<file path="src/rtl/rtbs_pkg.sv">
// ----------------------------------------------------------------------------
// Timer bank scheduler package
// Item types, command codes and default sizes shared by the scheduler files.
// ----------------------------------------------------------------------------
`default_nettype none

package rtbs_pkg;

  localparam int SLOTS_DEF       = 8;
  localparam int TIME_BITS_DEF   = 24;
  localparam int QUEUE_DEPTH_DEF = 2;

  localparam int SLOT_FIELD_W = 3;
  localparam int TIME_FIELD_W = 24;
  localparam int COUNT_W      = 8;

  localparam logic [COUNT_W-1:0] REP_FOREVER = 8'hFF;

  typedef enum logic [1:0] {
    ACT_TICK,
    ACT_SCHED_TIMER,
    ACT_SCHED_FRAME,
    ACT_REMOVE_FRAME
  } action_e;

  typedef enum logic [1:0] {
    KIND_FRAME,
    KIND_ONCE,
    KIND_REP,
    KIND_END
  } kind_e;

  typedef enum logic [2:0] {
    OP_TICK,
    OP_ONCE_SET,
    OP_REP_SET,
    OP_FRAME_SET,
    OP_FRAME_CLR
  } op_e;

  typedef struct packed {
    action_e                   action;
    logic [SLOT_FIELD_W-1:0]   slot;
    logic [TIME_FIELD_W-1:0]   interval;
    logic [COUNT_W-1:0]        repeat_count;
    logic                      start_paused;
    logic [TIME_FIELD_W-1:0]   delta_time;
  } item_t;

  typedef struct packed {
    logic [SLOT_FIELD_W-1:0]   fired_slot;
    kind_e                     fired_kind;
    logic [TIME_FIELD_W-1:0]   passed_time;
    logic                      last;
  } res_t;

  typedef struct packed {
    op_e                       op;
    logic [SLOT_FIELD_W-1:0]   slot;
    logic [TIME_FIELD_W-1:0]   interval;
    logic [COUNT_W-1:0]        repeat_count;
    logic                      paused;
    logic [TIME_FIELD_W-1:0]   delta_time;
  } cmd_t;

  typedef struct packed {
    logic full;
    logic empty;
  } qstat_t;

endpackage

`default_nettype wire

</file>
<file path="src/rtl/rtbs_front.sv">
// ----------------------------------------------------------------------------
// Timer bank scheduler front end
// Accepts items, drops those aimed at missing slots and turns the rest into
// commands for the queue.
// ----------------------------------------------------------------------------
`default_nettype none

module rtbs_front #(
  parameter int SLOTS = rtbs_pkg::SLOTS_DEF
) (
  input  logic           start_i,
  input  rtbs_pkg::item_t item_i,
  input  rtbs_pkg::qstat_t qstat_i,
  output logic           busy_o,
  output logic           push_o,
  output rtbs_pkg::cmd_t cmd_o
);

  logic in_range;
  logic keep;

  assign busy_o   = qstat_i.full;
  assign in_range = (32'(item_i.slot) < SLOTS);

  always_comb begin
    keep         = in_range;
    cmd_o.op     = rtbs_pkg::OP_TICK;
    case (item_i.action)
      rtbs_pkg::ACT_TICK: begin
        cmd_o.op = rtbs_pkg::OP_TICK;
        keep     = 1'b1;
      end
      rtbs_pkg::ACT_SCHED_TIMER: begin
        // A zero count means a one-shot; anything else is a repeating timer.
        if (item_i.repeat_count == '0) begin
          cmd_o.op = rtbs_pkg::OP_ONCE_SET;
        end else begin
          cmd_o.op = rtbs_pkg::OP_REP_SET;
        end
      end
      rtbs_pkg::ACT_SCHED_FRAME: begin
        cmd_o.op = rtbs_pkg::OP_FRAME_SET;
      end
      rtbs_pkg::ACT_REMOVE_FRAME: begin
        cmd_o.op = rtbs_pkg::OP_FRAME_CLR;
      end
      default: begin
        keep = 1'b0;
      end
    endcase
    cmd_o.slot         = item_i.slot;
    cmd_o.interval     = item_i.interval;
    cmd_o.repeat_count = item_i.repeat_count;
    cmd_o.paused       = item_i.start_paused;
    cmd_o.delta_time   = item_i.delta_time;
  end

  assign push_o = start_i && !qstat_i.full && keep;

endmodule

`default_nettype wire

</file>
<file path="src/rtl/rtbs_queue.sv">
// ----------------------------------------------------------------------------
// Timer bank scheduler command queue
// A short first-in first-out buffer between the front end and the back end.
// ----------------------------------------------------------------------------
`default_nettype none

module rtbs_queue #(
  parameter int DEPTH = rtbs_pkg::QUEUE_DEPTH_DEF
) (
  input  logic             clk_i,
  input  logic             rst_ni,
  input  logic             push_i,
  input  rtbs_pkg::cmd_t   cmd_i,
  input  logic             pop_i,
  output rtbs_pkg::cmd_t   cmd_o,
  output rtbs_pkg::qstat_t stat_o
);

  localparam int PTR_W = (DEPTH > 1) ? $clog2(DEPTH) : 1;
  localparam int CNT_W = $clog2(DEPTH + 1);

  rtbs_pkg::cmd_t   mem_q [DEPTH];
  logic [PTR_W-1:0] wr_ptr_q, rd_ptr_q;
  logic [CNT_W-1:0] count_q;
  logic             do_push, do_pop;

  assign stat_o.full  = (count_q == CNT_W'(DEPTH));
  assign stat_o.empty = (count_q == '0);
  assign do_push      = push_i && !stat_o.full;
  assign do_pop       = pop_i && !stat_o.empty;
  assign cmd_o        = mem_q[rd_ptr_q];

  always_ff @(posedge clk_i) begin
    if (do_push) begin
      mem_q[wr_ptr_q] <= cmd_i;
    end
  end

  always_ff @(posedge clk_i or negedge rst_ni) begin
    if (!rst_ni) begin
      wr_ptr_q <= '0;
      rd_ptr_q <= '0;
      count_q  <= '0;
    end else begin
      if (do_push) begin
        wr_ptr_q <= (wr_ptr_q == PTR_W'(DEPTH - 1)) ? '0 : wr_ptr_q + PTR_W'(1);
      end
      if (do_pop) begin
        rd_ptr_q <= (rd_ptr_q == PTR_W'(DEPTH - 1)) ? '0 : rd_ptr_q + PTR_W'(1);
      end
      if (do_push && !do_pop) begin
        count_q <= count_q + CNT_W'(1);
      end else if (do_pop && !do_push) begin
        count_q <= count_q - CNT_W'(1);
      end
    end
  end

endmodule

`default_nettype wire

</file>
<file path="src/rtl/rtbs_back.sv">
// ----------------------------------------------------------------------------
// Timer bank scheduler back end
// Holds the three slot tables, applies schedule commands and walks the
// tables one slot per cycle on a tick.
// ----------------------------------------------------------------------------
`default_nettype none

module rtbs_back #(
  parameter int SLOTS     = rtbs_pkg::SLOTS_DEF,
  parameter int TIME_BITS = rtbs_pkg::TIME_BITS_DEF
) (
  input  logic             clk_i,
  input  logic             rst_ni,
  input  rtbs_pkg::cmd_t   cmd_i,
  input  rtbs_pkg::qstat_t qstat_i,
  output logic             pop_o,
  output logic             res_valid_o,
  output rtbs_pkg::res_t   res_o
);

  localparam int SLOT_W = (SLOTS > 1) ? $clog2(SLOTS) : 1;

  typedef enum logic [2:0] {
    ST_IDLE,
    ST_FRAME,
    ST_ONCE,
    ST_REP,
    ST_END
  } state_e;

  state_e                      state_q;
  logic [SLOT_W-1:0]           idx_q;
  logic [TIME_BITS-1:0]        dt_q;
  logic                        res_valid_q;
  rtbs_pkg::res_t              res_q;

  logic [SLOTS-1:0]            frame_valid_q, frame_paused_q;
  logic [SLOTS-1:0]            once_valid_q, once_paused_q;
  logic [SLOTS-1:0]            rep_valid_q, rep_paused_q;
  // Time left until the next firing; a newly set timer starts at zero.
  logic [TIME_BITS-1:0]        rep_rem_q    [SLOTS];
  logic [TIME_BITS-1:0]        rep_reload_q [SLOTS];
  logic [rtbs_pkg::COUNT_W-1:0] rep_left_q  [SLOTS];

  logic [SLOT_W-1:0]           cmd_idx;
  logic [TIME_BITS-1:0]        cmd_ivl, cmd_dt;
  logic                        last_idx;
  logic                        rep_step, rep_fire, rep_forever;
  logic [rtbs_pkg::COUNT_W-1:0] left_dec;
  logic [rtbs_pkg::TIME_FIELD_W-1:0] passed;

  assign pop_o       = (state_q == ST_IDLE) && !qstat_i.empty;
  assign cmd_idx     = SLOT_W'(cmd_i.slot);
  assign cmd_ivl     = TIME_BITS'(cmd_i.interval);
  assign cmd_dt      = TIME_BITS'(cmd_i.delta_time);
  assign last_idx    = (idx_q == SLOT_W'(SLOTS - 1));
  assign rep_step    = (state_q == ST_REP) && rep_valid_q[idx_q] && !rep_paused_q[idx_q];
  assign rep_fire    = (rep_rem_q[idx_q] <= dt_q);
  assign rep_forever = (rep_left_q[idx_q] == rtbs_pkg::REP_FOREVER);
  assign left_dec    = rep_left_q[idx_q] - rtbs_pkg::COUNT_W'(1);
  assign passed      = rtbs_pkg::TIME_FIELD_W'(dt_q);

  assign res_valid_o = res_valid_q;
  assign res_o       = res_q;

  // Valid and paused marks.
  always_ff @(posedge clk_i or negedge rst_ni) begin
    if (!rst_ni) begin
      frame_valid_q  <= '0;
      frame_paused_q <= '0;
      once_valid_q   <= '0;
      once_paused_q  <= '0;
      rep_valid_q    <= '0;
      rep_paused_q   <= '0;
    end else begin
      if (pop_o) begin
        case (cmd_i.op)
          rtbs_pkg::OP_ONCE_SET: begin
            once_valid_q[cmd_idx]  <= 1'b1;
            once_paused_q[cmd_idx] <= cmd_i.paused;
          end
          rtbs_pkg::OP_REP_SET: begin
            rep_valid_q[cmd_idx]  <= 1'b1;
            rep_paused_q[cmd_idx] <= cmd_i.paused;
          end
          rtbs_pkg::OP_FRAME_SET: begin
            frame_valid_q[cmd_idx]  <= 1'b1;
            frame_paused_q[cmd_idx] <= cmd_i.paused;
          end
          rtbs_pkg::OP_FRAME_CLR: begin
            frame_valid_q[cmd_idx]  <= 1'b0;
            frame_paused_q[cmd_idx] <= 1'b0;
          end
          default: begin
          end
        endcase
      end
      // One-shots are spent by any tick, paused or not.
      if (state_q == ST_ONCE) begin
        once_valid_q[idx_q]  <= 1'b0;
        once_paused_q[idx_q] <= 1'b0;
      end
      if (rep_step && rep_fire && !rep_forever && (left_dec == '0)) begin
        rep_valid_q[idx_q]  <= 1'b0;
        rep_paused_q[idx_q] <= 1'b0;
      end
    end
  end

  // Repeating timer payload.
  always_ff @(posedge clk_i) begin
    if (pop_o && (cmd_i.op == rtbs_pkg::OP_REP_SET)) begin
      rep_rem_q[cmd_idx]    <= '0;
      rep_reload_q[cmd_idx] <= cmd_ivl;
      rep_left_q[cmd_idx]   <= cmd_i.repeat_count;
    end
    if (rep_step) begin
      if (rep_fire) begin
        rep_rem_q[idx_q] <= rep_reload_q[idx_q];
        if (!rep_forever) begin
          rep_left_q[idx_q] <= left_dec;
        end
      end else begin
        rep_rem_q[idx_q] <= rep_rem_q[idx_q] - dt_q;
      end
    end
  end

  // Sequencer and result register.
  always_ff @(posedge clk_i or negedge rst_ni) begin
    if (!rst_ni) begin
      state_q     <= ST_IDLE;
      idx_q       <= '0;
      dt_q        <= '0;
      res_valid_q <= 1'b0;
      res_q       <= '0;
    end else begin
      res_q.fired_slot  <= rtbs_pkg::SLOT_FIELD_W'(idx_q);
      res_q.passed_time <= passed;
      res_q.last        <= 1'b0;
      case (state_q)
        ST_IDLE: begin
          res_valid_q <= 1'b0;
          idx_q       <= '0;
          if (pop_o && (cmd_i.op == rtbs_pkg::OP_TICK)) begin
            dt_q    <= cmd_dt;
            state_q <= ST_FRAME;
          end
        end
        ST_FRAME: begin
          res_valid_q      <= frame_valid_q[idx_q] && !frame_paused_q[idx_q];
          res_q.fired_kind <= rtbs_pkg::KIND_FRAME;
          if (last_idx) begin
            idx_q   <= '0;
            state_q <= ST_ONCE;
          end else begin
            idx_q <= idx_q + SLOT_W'(1);
          end
        end
        ST_ONCE: begin
          res_valid_q      <= once_valid_q[idx_q] && !once_paused_q[idx_q];
          res_q.fired_kind <= rtbs_pkg::KIND_ONCE;
          if (last_idx) begin
            idx_q   <= '0;
            state_q <= ST_REP;
          end else begin
            idx_q <= idx_q + SLOT_W'(1);
          end
        end
        ST_REP: begin
          res_valid_q      <= rep_step && rep_fire;
          res_q.fired_kind <= rtbs_pkg::KIND_REP;
          if (last_idx) begin
            idx_q   <= '0;
            state_q <= ST_END;
          end else begin
            idx_q <= idx_q + SLOT_W'(1);
          end
        end
        ST_END: begin
          res_valid_q      <= 1'b1;
          res_q.fired_slot <= '0;
          res_q.fired_kind <= rtbs_pkg::KIND_END;
          res_q.last       <= 1'b1;
          state_q          <= ST_IDLE;
        end
        default: begin
          res_valid_q <= 1'b0;
          state_q     <= ST_IDLE;
        end
      endcase
    end
  end

endmodule

`default_nettype wire

</file>
<file path="src/rtl/repeating_timer_bank_scheduler.sv">
// ----------------------------------------------------------------------------
// Repeating timer bank scheduler
// Per-frame, one-shot and repeating timer tables driven by schedule, remove
// and tick items, with one result per fired slot and an end-of-tick marker.
// ----------------------------------------------------------------------------
// Usage:
//   An item is taken on item_i at a rising edge where start is high and busy
//   is low. Items either schedule a timer, schedule or remove a per-frame
//   slot, or tick the bank by delta_time (unsigned Q12.12 seconds).
//   Schedule and remove items give no result; items naming a slot at or
//   above SLOTS are dropped at the front end.
//   A tick gives one result per fired slot, per-frame slots first, then
//   one-shots, then repeating timers, each in rising slot order, and
//   finally an end-of-tick result with last set.
//   Each result sits on res_o for one cycle with res_strobe_o high; the
//   receiver cannot stall, so results are never held back.
//   Items pass through a QUEUE_DEPTH entry command queue; busy rises only
//   when that queue is full.
//   The back end applies a schedule or remove item as it pops it while idle.
//   A tick walks the three tables at one slot per cycle, then gives the
//   end-of-tick result; no new item is popped until the tick is done, so
//   later items wait in the queue while it runs.
//   Reset clears every valid and paused mark, so all tables start empty.
// ----------------------------------------------------------------------------
`default_nettype none

module repeating_timer_bank_scheduler #(
  parameter int SLOTS       = rtbs_pkg::SLOTS_DEF,
  parameter int TIME_BITS   = rtbs_pkg::TIME_BITS_DEF,
  parameter int QUEUE_DEPTH = rtbs_pkg::QUEUE_DEPTH_DEF
) (
  input  logic            clk_i,
  input  logic            rst_ni,
  input  logic            start,
  output logic            busy,
  input  rtbs_pkg::item_t item_i,
  output logic            res_strobe_o,
  output rtbs_pkg::res_t  res_o
);

  // Command path from the front end into the queue.
  logic             push;
  rtbs_pkg::cmd_t   push_cmd;
  // Queue head, seen by the back end, and its status, seen by both ends.
  rtbs_pkg::cmd_t   head_cmd;
  rtbs_pkg::qstat_t qstat;
  logic             pop;

  // The front end classifies each item into a table command and filters
  // out writes to slots that do not exist.
  rtbs_front #(
    .SLOTS (SLOTS)
  ) u_front (
    .start_i (start),
    .item_i  (item_i),
    .qstat_i (qstat),
    .busy_o  (busy),
    .push_o  (push),
    .cmd_o   (push_cmd)
  );

  // The queue lets new items come in while a tick is still being walked.
  rtbs_queue #(
    .DEPTH (QUEUE_DEPTH)
  ) u_queue (
    .clk_i  (clk_i),
    .rst_ni (rst_ni),
    .push_i (push),
    .cmd_i  (push_cmd),
    .pop_i  (pop),
    .cmd_o  (head_cmd),
    .stat_o (qstat)
  );

  // The back end owns the tables, so commands take effect strictly in the
  // order the items were accepted.
  rtbs_back #(
    .SLOTS     (SLOTS),
    .TIME_BITS (TIME_BITS)
  ) u_back (
    .clk_i       (clk_i),
    .rst_ni      (rst_ni),
    .cmd_i       (head_cmd),
    .qstat_i     (qstat),
    .pop_o       (pop),
    .res_valid_o (res_strobe_o),
    .res_o       (res_o)
  );

endmodule

`default_nettype wire

</file>
<file path="config.mk">
export PLATFORM = sky130hd
export DESIGN_NAME = repeating_timer_bank_scheduler
export DESIGN_NICKNAME = d
export VERILOG_FILES = /design/src/rtl/rtbs_pkg.sv /design/src/rtl/rtbs_front.sv /design/src/rtl/rtbs_queue.sv /design/src/rtl/rtbs_back.sv /design/src/rtl/repeating_timer_bank_scheduler.sv
export SDC_FILE = /design/constraint.sdc
export NUM_CORES = 1
export LEC_CHECK = 0
export ABC_AREA = 1
export ABC_CLOCK_PERIOD_IN_PS = 6150
export BUFFER_PORTS_ARGS = -buffer_cell sky130_fd_sc_hd__buf_2
export CORE_AREA = 2 2 336 338
export CTS_BUF_LIST = sky130_fd_sc_hd__clkbuf_16
export DETAILED_ROUTE_END_ITERATION = 16
export DIE_AREA = 0 0 338 340
export REMOVE_ABC_BUFFERS = 1
export SYNTH_ARGS = -nofsm -noshare
export SYNTH_HDL_FRONTEND = slang
export SYNTH_SLANG_ARGS = --single-unit
</file>
<file path="constraint.sdc">
create_clock -name clk_i -period 6.15 [get_ports clk_i]
set_input_delay 0.3075 -clock clk_i [delete_from_list [all_inputs] [get_ports clk_i]]
set_output_delay 0.3075 -clock clk_i [all_outputs]
set_load 0.01 [all_outputs]
</file>
==> results of run 1 <==
-- flip-flops by register name, summed over array words and instances, names as in the netlist, named ones only --
signal and cells:
u_queue.wr_ptr_q 1, u_back.once_paused_q 8, u_back.rep_valid_q 8, u_queue.mem_q 126, u_back.frame_paused_q 8, u_back.rep_paused_q 8, u_back.res_valid_o 1, u_back.res_o 30
u_back.state_q 3, u_queue.count_q 2, u_back.rep_reload_q 192, u_back.idx_q 3, u_back.once_valid_q 8, u_back.rep_left_q 64, u_queue.rd_ptr_q 1, u_back.rep_rem_q 192
u_back.dt_q 24
-- cells by family (layout without fill, tap and decap cells) --
logic type | Yosys count | after routing | share of synthesized area
compound gates | 389 | 389 | 0.0906
xor+xnor | 21 | 21 | 0.00665
fa+ha+maj | 31 | 31 | 0.0143
buf+inv | 236 | 498 | 0.0362
flops | 687 | 687 | 0.725
simple gates | 821 | 821 | 0.127
-- where the power goes --
group	switching (mW)	internal (mW)	total [mW]
clock	1.82	2.19	4.00
combinational	3.99	1.63	5.62
sequential	0.292	6.03	6.32
total	6.10	9.85	15.9
-- worst paths after layout --
kind / to / slack, ns / start
worst max-delay path: u_back.rep_left_q[7][1] / 1.01 / u_back.idx_q[2]
worst min-delay path: u_queue.mem_q[0][61] / 0.14 / item_i[60]
worst max register to register: u_back.rep_left_q[7][1] / 1.01 / u_back.idx_q[2]
worst min register to register: u_back.res_o[21] / 0.40 / u_back.dt_q[20]
max in group asynchronous: u_back.res_o[13] / 4.59 / rst_ni
min in group asynchronous: u_back.res_o[27] / 0.19 / rst_ni
-- metal layers --
layer | track usage | up-vias | wire length (um)
li1 | - | 8275 | -
met1 | 0.169 | 8949 | 32000
met2 | 0.218 | 629 | 36500
met3 | 0.0189 | 89 | 4750
met4 | 0.0418 | 2 | 1650
met5 | 0 | - | 13
-- stage by stage --
step                      utilization  instance area [sq um]  instances
after global routing            0.295                  33000       3947
after CTS                       0.295                  33000       3947
final                           0.295                  33000       3947
after global placement          0.270                  30200       3758
after floorplan                     -                  27200       2101
after detailed placement        0.270                  30200       3758
-- cell type report --
cell class                      count  area (sq um)
Clock inverter                     58           465
Tap cell                         1500          1880
Clock buffer                       68          1700
Fill cell                       11200         78600
Inverter                          152           571
Multi-Input combinational cell   1262          6670
Sequential cell                   687         20100
Timing Repair Buffer              220          1610
-- worst reg2reg max path, cell delays in order, from the launching register on --
cell      delay (ns)
dfrtp_1         0.73
inv_2           0.32
nand3_2         0.14
inv_1           0.14
buf_4           0.23
a22o_1          0.22
a221oi_1        0.22
nand4_1         0.18
ha_1            0.40
nand2_1         0.12
nor2_1          0.16
nand2_1         0.09
nor2_1          0.16
nand3_1         0.13
nand2_1         0.23
nand3_4         0.34
o21ai_1         0.27
nand2_1         0.10
nor2_1          0.58
-- placed cells by master (no fill, tap or decap), drive strengths merged, types with 36 or more instances in the layout --
cell type	count
nand2	535
dfrtp	113
a21oi	57
nand3	52
dlygate4sd3	63
o21ai	98
buf	157
edfxtp	574
inv	175
o22ai	83
clkbuf	68
a22oi	36
nor2	145
nand4	41
==> impl_results.md, run 1 <==
- Layout area overhead: 19.1%
- Total power: 15.9 mW
- Ant diodes: 0
- GPL Wtd Cong: 0.914
- Top post-synthesis cells by count: edfxtp_1, nand2_1, inv_1
- Crit. End Element: flop
- Crit-path cells: inv_2 > nand3_2 > inv_1 > buf_4 > a22o_1 > a221oi_1 > nand4_1 > ha_1 > nand2_1 > nor2_1 > nand2_1 > nor2_1 > nand3_1 > nand2_1 > nand3_4 > o21ai_1 > nand2_1 > nor2_1
- Fin crit period: 5.14 ns
- Status: completed
- CP required: 6.41 ns
- Synth unique cells: 54
- Starting DRC count in detailed routing: 1573
- Post-route DRC: 0
- Die Height: 340 um
- Slew margin rel.: 0.244
- Clk sink count: 687
- Post-CTS sizing: 0
- DIE AREA: 0.115 sq mm
- Drt pass-1 iters: 5
- CTS tree: done
- Most numerous cell in the Yosys netlist: edfxtp_1
- Fmax: 194 MHz
- Core area: 0.112 sq mm
- Max H-tree Level: 3
- Wire length per cell: 19.0 um
- Number of port buffers: 96
- CP top delay family: simple AND/OR/NAND/NOR gates
- WP buf/inv: 3
- CP max-delay cell: dfrtp_1
- Initial antenna violation count: 2
- Total I/O pin count: 97
- Maximum vdd drop: 290 uV
- TritonCTS buffer count: 68
- R2R cell count: 18
- PD cells: 484 mW/mm^2
- CP Data Arrival Time: 5.40 ns
- Worst Setup Path Type: reg2reg
- Routed WL: 74.9 mm
- FP Rows: 123
- CTS Buffer Depth: 3
- Vias in the first global route: 17800
- Synth area leader: edfxtp_1
- Hold WS: 0.141 ns
- Gr usage total: 0.129
- Post-Synthesis Cells: 2185
- Vias: 17900
- Post-CTS Hold Fix Bufs: 63
- Post-detail-place hpwl: 47.2 mm
- Total Nets Final: 2487
- Startpoint types: flop
- Worst hold path cell count: 3
- Post-synth EDFFs: 574
- Die Wd: 338 um
- Yosys warns: 0
- Syn Std Cell Area: 0.0277 sq mm
- Total grt overflow: 0
- Share of the synthesized area in the top cell type: 0.623
- Max incr delay on CP: 0.73 ns
- Global-route wire length before repair: 112 mm
- CP dominant cell by count: nand2_1
- Fin crit share: 0.836
- Clock Latency Late Sink: 0.64 ns
- Yosys reg bits: 687
- Post-route setup slack: 1.01 ns
- Worst-path fanout max: 26
- Register area share after synthesis: 0.725
- Final setup violation count: 0
- Clock-pin slew on the worst setup and hold paths: 0.06 ns
- Tightest Pin Transition: 1.12 ns
- Initial Utilization: 0.248
- Slew Limit Fails: 0
- Ys flop type: edfxtp_1
- Synth area leaders: edfxtp_1, dfrtp_1, nand2_1
- Hold Path Class: in2reg
- Share of layout cells above drive strength 1: 0.135
- Post-CTS setup buffer count: 0
- Root buffer cell: clkbuf_16
- Placement Setup Slack: 1.01 ns
- Largest net degree at the start of global routing: 64
- MaxCap Viol Count: 0
- Post-route setup TNS: 0 ns
- Via-per-instance ratio: 4.55
- ANT nets after route: 0
- Worst Skew: 0.0283 ns
- Count of final hold-check violations: 0
- RSZ-0062 raised after global routing: no
- Leakage: 12.4 nW
- Asr flop ratio synth: 0.164
- Levels on crit path: 18
- Synthesized area per cell: 12.7 sq um
(Power assumes the default switching activity.)
==> inputs of run 2 (changes only) <==
- ABC_CLOCK_PERIOD_IN_PS: 6150 -> 4600
- clock period: 6.15 -> 4.6 ns (I/O delays scaled with it)
==> impl_results.md, run 2 (synthesized netlist as in run 1, its figures left out) <==
- Number of port buffers: 96
- Vias in the first global route: 17700
- Status: completed
- PD cells: 659 mW/mm^2
- Fmax: 232 MHz
- Post-route DRC: 0
- Largest net degree at the start of global routing: 80
- Crit. End Element: flop
- Gr usage total: 0.129
- Crit-path cells: inv_2 > nand3_2 > inv_1 > buf_12 > nand2_1 > o21ai_1 > a221oi_1 > nand2_1 > ha_1 > nand2_1 > o21ai_0 > nand2_1 > nand2_1 > nand2_1 > nand3_1 > nand2_1 > nand3_4 > buf_4 > nand2_1 > nand2_1 > nand2_1 > nor2_1 > buf_4
- Worst hold path cell count: 2
- Leakage: 12.6 nW
- Leading cell types in the layout, fill and taps excluded: edfxtp_1, nand2_1, inv_1
- Final Cell Area: 0.0335 sq mm
- Total Nets Final: 2512
- Slew Limit Fails: 0
- FP Rows: 123
- Max incr delay on CP: 0.51 ns
- Total grt overflow: 0
- Placement Setup Slack: -0.0324 ns
- CP top delay family: simple AND/OR/NAND/NOR gates
- R2R Path End: u_back.rep_left_q[7][0]
- DIE AREA: 0.115 sq mm
- Maximum vdd drop: 406 uV
- Routed WL: 75.5 mm
- Global-route wire length before repair: 112 mm
- Worst-path fanout max: 30
- Max H-tree Level: 3
- Final setup violation count: 0
- Slew margin rel.: 0.260
- Worst Skew: 0.0210 ns
- Initial Utilization: 0.248
- Tightest Pin Transition: 1.10 ns
- Hold Path Class: in2reg
- Commonest non-fill, non-tap cell in the layout: edfxtp_1
- Die Wd: 338 um
- CP max-delay cell: dfrtp_2
- Area after DPL: 0.0304 sq mm
- CTS Buffer Depth: 3
- GPL Wtd Cong: 0.953
- Hold_sp: item_i[60]
- Total I/O pin count: 97
- CP required: 4.93 ns
- CP Data Arrival Time: 4.64 ns
- Fin crit share: 0.937
- # fillers: 11200
- Share of layout cells above drive strength 1: 0.152
- ANT nets after route: 0
- Ant diodes: 0
- MaxCap Viol Count: 0
- Layout area overhead: 21.0%
- Clk sink count: 687
- RSZ-0062 raised after global routing: no
- Vias: 18000
- Finished Core Util: 0.300
- Core area: 0.112 sq mm
- Fin crit period: 4.31 ns
- Wire length per cell: 19.0 um
- Startpoint types: flop
- Clock Latency Late Sink: 0.63 ns
- Die Height: 340 um
- R2R cell count: 23
- Via-per-instance ratio: 4.53
- Clock-pin slew on the worst setup and hold paths: 0.06 ns
- Drt pass-1 iters: 5
- CTS tree: done
- Total power: 22.1 mW
- Starting DRC count in detailed routing: 1679
- Post-detail-place hpwl: 47.2 mm
- TritonCTS buffer count: 68
- Worst Setup Path Type: reg2reg
- Root buffer cell: clkbuf_16
- Flop-to-flop setup slack: 0.29 ns
- Biggest regs: u_back.rep_reload_q: 192 flops, u_back.rep_rem_q: 192 flops, u_queue.mem_q: 126 flops
- Reg2reg start: u_back.idx_q[2]
- Min-Delay Endpoint: u_queue.mem_q[1][60]
- Count of final hold-check violations: 0
- CP dominant cell by count: nand2_1
- WP buf/inv: 5
- Post-route setup slack: 0.289 ns
- Initial antenna violation count: 2
run 2: cell types whose count changed in the layout (fill, tap and decap cells not counted), sizes merged:
| cell | change |
|---|---|
| clkinvlp | -3 |
| bufinv | +8 |
| clkinv | +6 |
| inv | -13 |
| buf | +25 |
run 2: power breakdown:
group	internal, mW	switching, mW	total [mW]	leakage, nW
clock	3.35	2.42	5.77	1.17
combinational	2.39	5.45	7.84	4.65
sequential	8.06	0.390	8.45	6.82
total	13.8	8.26	22.1	12.6
run 2: worst max-delay path by stage:
stage	cells after the start	end	slack [ns]	startpoint
4_1_cts	23	u_back.rep_left_q[7][3]	0.06	u_back.idx_q[1]
5_1_grt	23	u_back.rep_left_q[1][3]	0.01	u_back.idx_q[1]
2_1_floorplan	22	u_back.rep_left_q[1][0]	-1.22	u_back.idx_q[0]
6_report	23	u_back.rep_left_q[7][0]	0.29	u_back.idx_q[2]
3_5_place_dp	23	u_back.rep_left_q[7][1]	-0.03	u_back.idx_q[2]
3_3_place_gp	23	u_back.rep_left_q[7][1]	0.11	u_back.idx_q[2]
run 2: worst register-to-register path: stages (launching register included):
cell      delay [ns]
dfrtp_2         0.51
inv_2           0.09
nand3_2         0.08
inv_1           0.07
buf_12          0.18
nand2_1         0.19
o21ai_1         0.21
a221oi_1        0.29
nand2_1         0.12
ha_1            0.40
nand2_1         0.12
o21ai_0         0.25
nand2_1         0.11
nand2_1         0.07
nand2_1         0.05
nand3_1         0.10
nand2_1         0.20
nand3_4         0.16
buf_4           0.20
nand2_1         0.11
nand2_1         0.08
nand2_1         0.11
nor2_1          0.13
buf_4           0.18
run 2: metal layers:
metal  part of all wire  up-vias  routed length, um  track usage
li1                   -     8329                  -            -
met1               0.43     8904              32600        0.174
met2               0.48      653              36400        0.215
met3              0.063       94               4750       0.0178
met4              0.022        2               1670       0.0415
met5            0.00017        -                 13            0
run 2: cell type report:
class | instances | area, sq um | area share
Sequential cell | 687 | 20100 | 0.599
Multi-Input combinational cell | 1262 | 6740 | 0.201
Timing Repair Buffer | 245 | 1910 | 0.0571
Tap cell | 1500 | 1880 | 0.0561
Clock buffer | 68 | 1700 | 0.0508
Clock inverter | 56 | 612 | 0.0183
Inverter | 152 | 573 | 0.0171
run 2: repair_timing:
action,CTS,global route
hold endpoints to repair,200,0
buffers inserted,0,2
pin swaps,0,3
gates resized for setup,1,12
setup endpoints to repair,72,144
hold buffers,63,0
run 2: per-stage QoR:
stage / setup TNS, ns / hold WS (ns) / cells
finish: 0 / 0.0611 / 3970
global route: 0 / 0.0656 / 3970
CTS: 0 / 0.0414 / 3968
detailed placement: -0.898 / 0.343 / 3781
global placement: 0 / 0.343 / 3781
floorplan: -270.94 / -0.0656 / 2101
==> inputs of run 3 (changes only) <==
- ABC_CLOCK_PERIOD_IN_PS: 4600 -> 4820
- RECOVER_POWER: unset -> 50
- clock period: 4.6 -> 4.82 ns (I/O delays scaled with it)
==> impl_results.md, run 3 (synthesized netlist as in run 1, its figures left out) <==
- Worst-path fanout max: 16
- Drt pass-1 iters: 7
- Vias: 18000
- Crit. Startpoint: u_back.idx_q[1]
- Vias in the first global route: 17600
- Reg2reg start: u_back.idx_q[1]
- PD cells: 619 mW/mm^2
- Worst hold path cell count: 3
- MaxCap Viol Count: 4
- Wire length per cell: 18.9 um
- Global-route wire length before repair: 112 mm
- Total power: 20.5 mW
- CP Data Arrival Time: 4.77 ns
- Max H-tree Level: 3
- Crit. End Element: flop
- Initial Utilization: 0.248
- Gr usage total: 0.129
- Slew Limit Fails: 230
- Status: finished, violations left
- Commonest non-fill, non-tap cell in the layout: edfxtp_1
- RSZ-0062 raised after global routing: no
- Clock Latency Late Sink: 0.63 ns
- Leading cell types in the layout, fill and taps excluded: edfxtp_1, nand2_1, inv_1
- Die Wd: 338 um
- TritonCTS buffer count: 66
- Initial antenna violation count: 3
- Starting DRC count in detailed routing: 1572
- Total Nets Final: 2506
- Number of port buffers: 96
- Total I/O pin count: 97
- CTS Buffer Depth: 3
- CTS tree: done
- Non-filler cells, final: 3964
- Post-detail-place hpwl: 47.3 mm
- Hold Path Class: in2reg
- Ant diodes: 0
- Layout area overhead: 19.4%
- ANT nets after route: 0
- Flop-to-flop setup slack: 0.34 ns
- Slew margin rel.: -1.56
- Fin crit share: 0.930
- Biggest regs: u_back.rep_reload_q: 192 flops, u_back.rep_rem_q: 192 flops, u_queue.mem_q: 126 flops
- R2R cell count: 18
- FP Rows: 123
- GPL Wtd Cong: 0.957
- DIE AREA: 0.115 sq mm
- Post-route DRC: 0
- Leakage: 12.3 nW
- Hold WS: 0.0886 ns
- Maximum vdd drop: 399 uV
- R2R Path End: u_back.rep_left_q[1][4]
- Violated checks: capacitance limit, slew limit
- Worst setup endpoint: u_back.rep_left_q[1][4]
- Largest net degree at the start of global routing: 76
- Worst Skew: 0.0319 ns
- Worst Setup Path Type: reg2reg
- Final setup violation count: 0
- Die Height: 340 um
- Root buffer cell: clkbuf_16
- Cells after DPL: 3778
- Total grt overflow: 0
- Clk sink count: 687
- # fillers: 11200
- Fmax: 223 MHz
- Tightest Pin Transition: 3.84 ns
- Fin crit period: 4.48 ns
- Count of final hold-check violations: 0
- Share of layout cells above drive strength 1: 0.112
- Startpoint types: flop
- Via-per-instance ratio: 4.53
- CP required: 5.11 ns
- Routed WL: 75.0 mm
- Core area: 0.112 sq mm
- Post-CTS setup buffer count: 0
- Clock-pin slew on the worst setup and hold paths: 0.06 ns
-- run 3: cell count changes in the layout (fill, tap and decap cells not counted), sizes merged --
cell	previous run	this run
dlygate4sd2	0	1
clkbuf	68	156
buf	182	86
clkinv	33	37
clkinvlp	2	1
nand3	52	53
bufinv	11	6
inv	162	164
-- run 3: worst min-delay path by stage --
| stage | slack, ns | start | endpoint |
|---|---|---|---|
| CTS | 0.06 | item_i[60] | u_queue.mem_q[1][61] |
| global placement | 0.33 | rst_ni | u_back.res_o[27] |
| finish | 0.09 | item_i[60] | u_queue.mem_q[1][61] |
| global route | 0.09 | item_i[60] | u_queue.mem_q[0][61] |
| detailed placement | 0.34 | rst_ni | u_back.res_valid_o |
| floorplan | -0.05 | rst_ni | asynchronous set/reset pin |
-- run 3: per-stage QoR --
stage | cell area, sq um | utilization | setup WS (ns) | setup TNS (ns)
global route | 33000 | 0.296 | 0.00230 | 0
global placement | 30400 | 0.272 | 0.217 | 0
detailed placement | 30400 | 0.272 | 0.118 | 0
finish | 33000 | 0.296 | 0.335 | 0
CTS | 33100 | 0.297 | 0.0607 | 0
floorplan | 27200 | - | -1.00 | -174.28
-- run 3: per-layer routing --
| layer | global-route usage | part of all wire |
|---|---|---|
| met2 | 0.212 | 0.48 |
| met4 | 0.0455 | 0.027 |
| met5 | 0 | 0 |
| met1 | 0.174 | 0.44 |
| met3 | 0.0146 | 0.058 |
-- run 3: report_power, final --
part,internal (mW),leakage (nW),switching (mW)
sequential,7.71,6.82,0.397
clock,2.85,1.08,2.24
combinational,2.15,4.37,5.11
total,12.7,12.3,7.75
-- run 3: worst max-delay path, cell delays in order (launching register included) --
cell	delay (ns)
dfrtp_1	0.45
buf_4	0.20
nand3_2	0.09
inv_1	0.09
buf_4	0.23
a22o_1	0.23
a221oi_1	0.25
nand4_1	0.26
ha_1	0.46
nand2_1	0.13
nor2_1	0.16
nand2_1	0.07
nand2_1	0.15
nand2_1	0.07
nand3_1	0.13
nand2_2	0.17
nand3_2	0.27
a21oi_1	0.08
a31oi_1	0.64
-- run 3: area by class of cell --
cell class	instances	area (sq um)	area share
sequential	687	20100	0.608
multi-input combinational	1263	6700	0.203
tap	1500	1880	0.0568
timing repair buffer	240	1710	0.0518
clock buffer	66	1650	0.0500
inverter	152	571	0.0173
clock inverter	56	455	0.0138
-- run 3: what timing repair did --
action	4_1_cts	5_1_grt
hold endpoints to repair	196	0
resized for setup	0	10
setup endpoints to repair	0	184
hold buffers	63	0
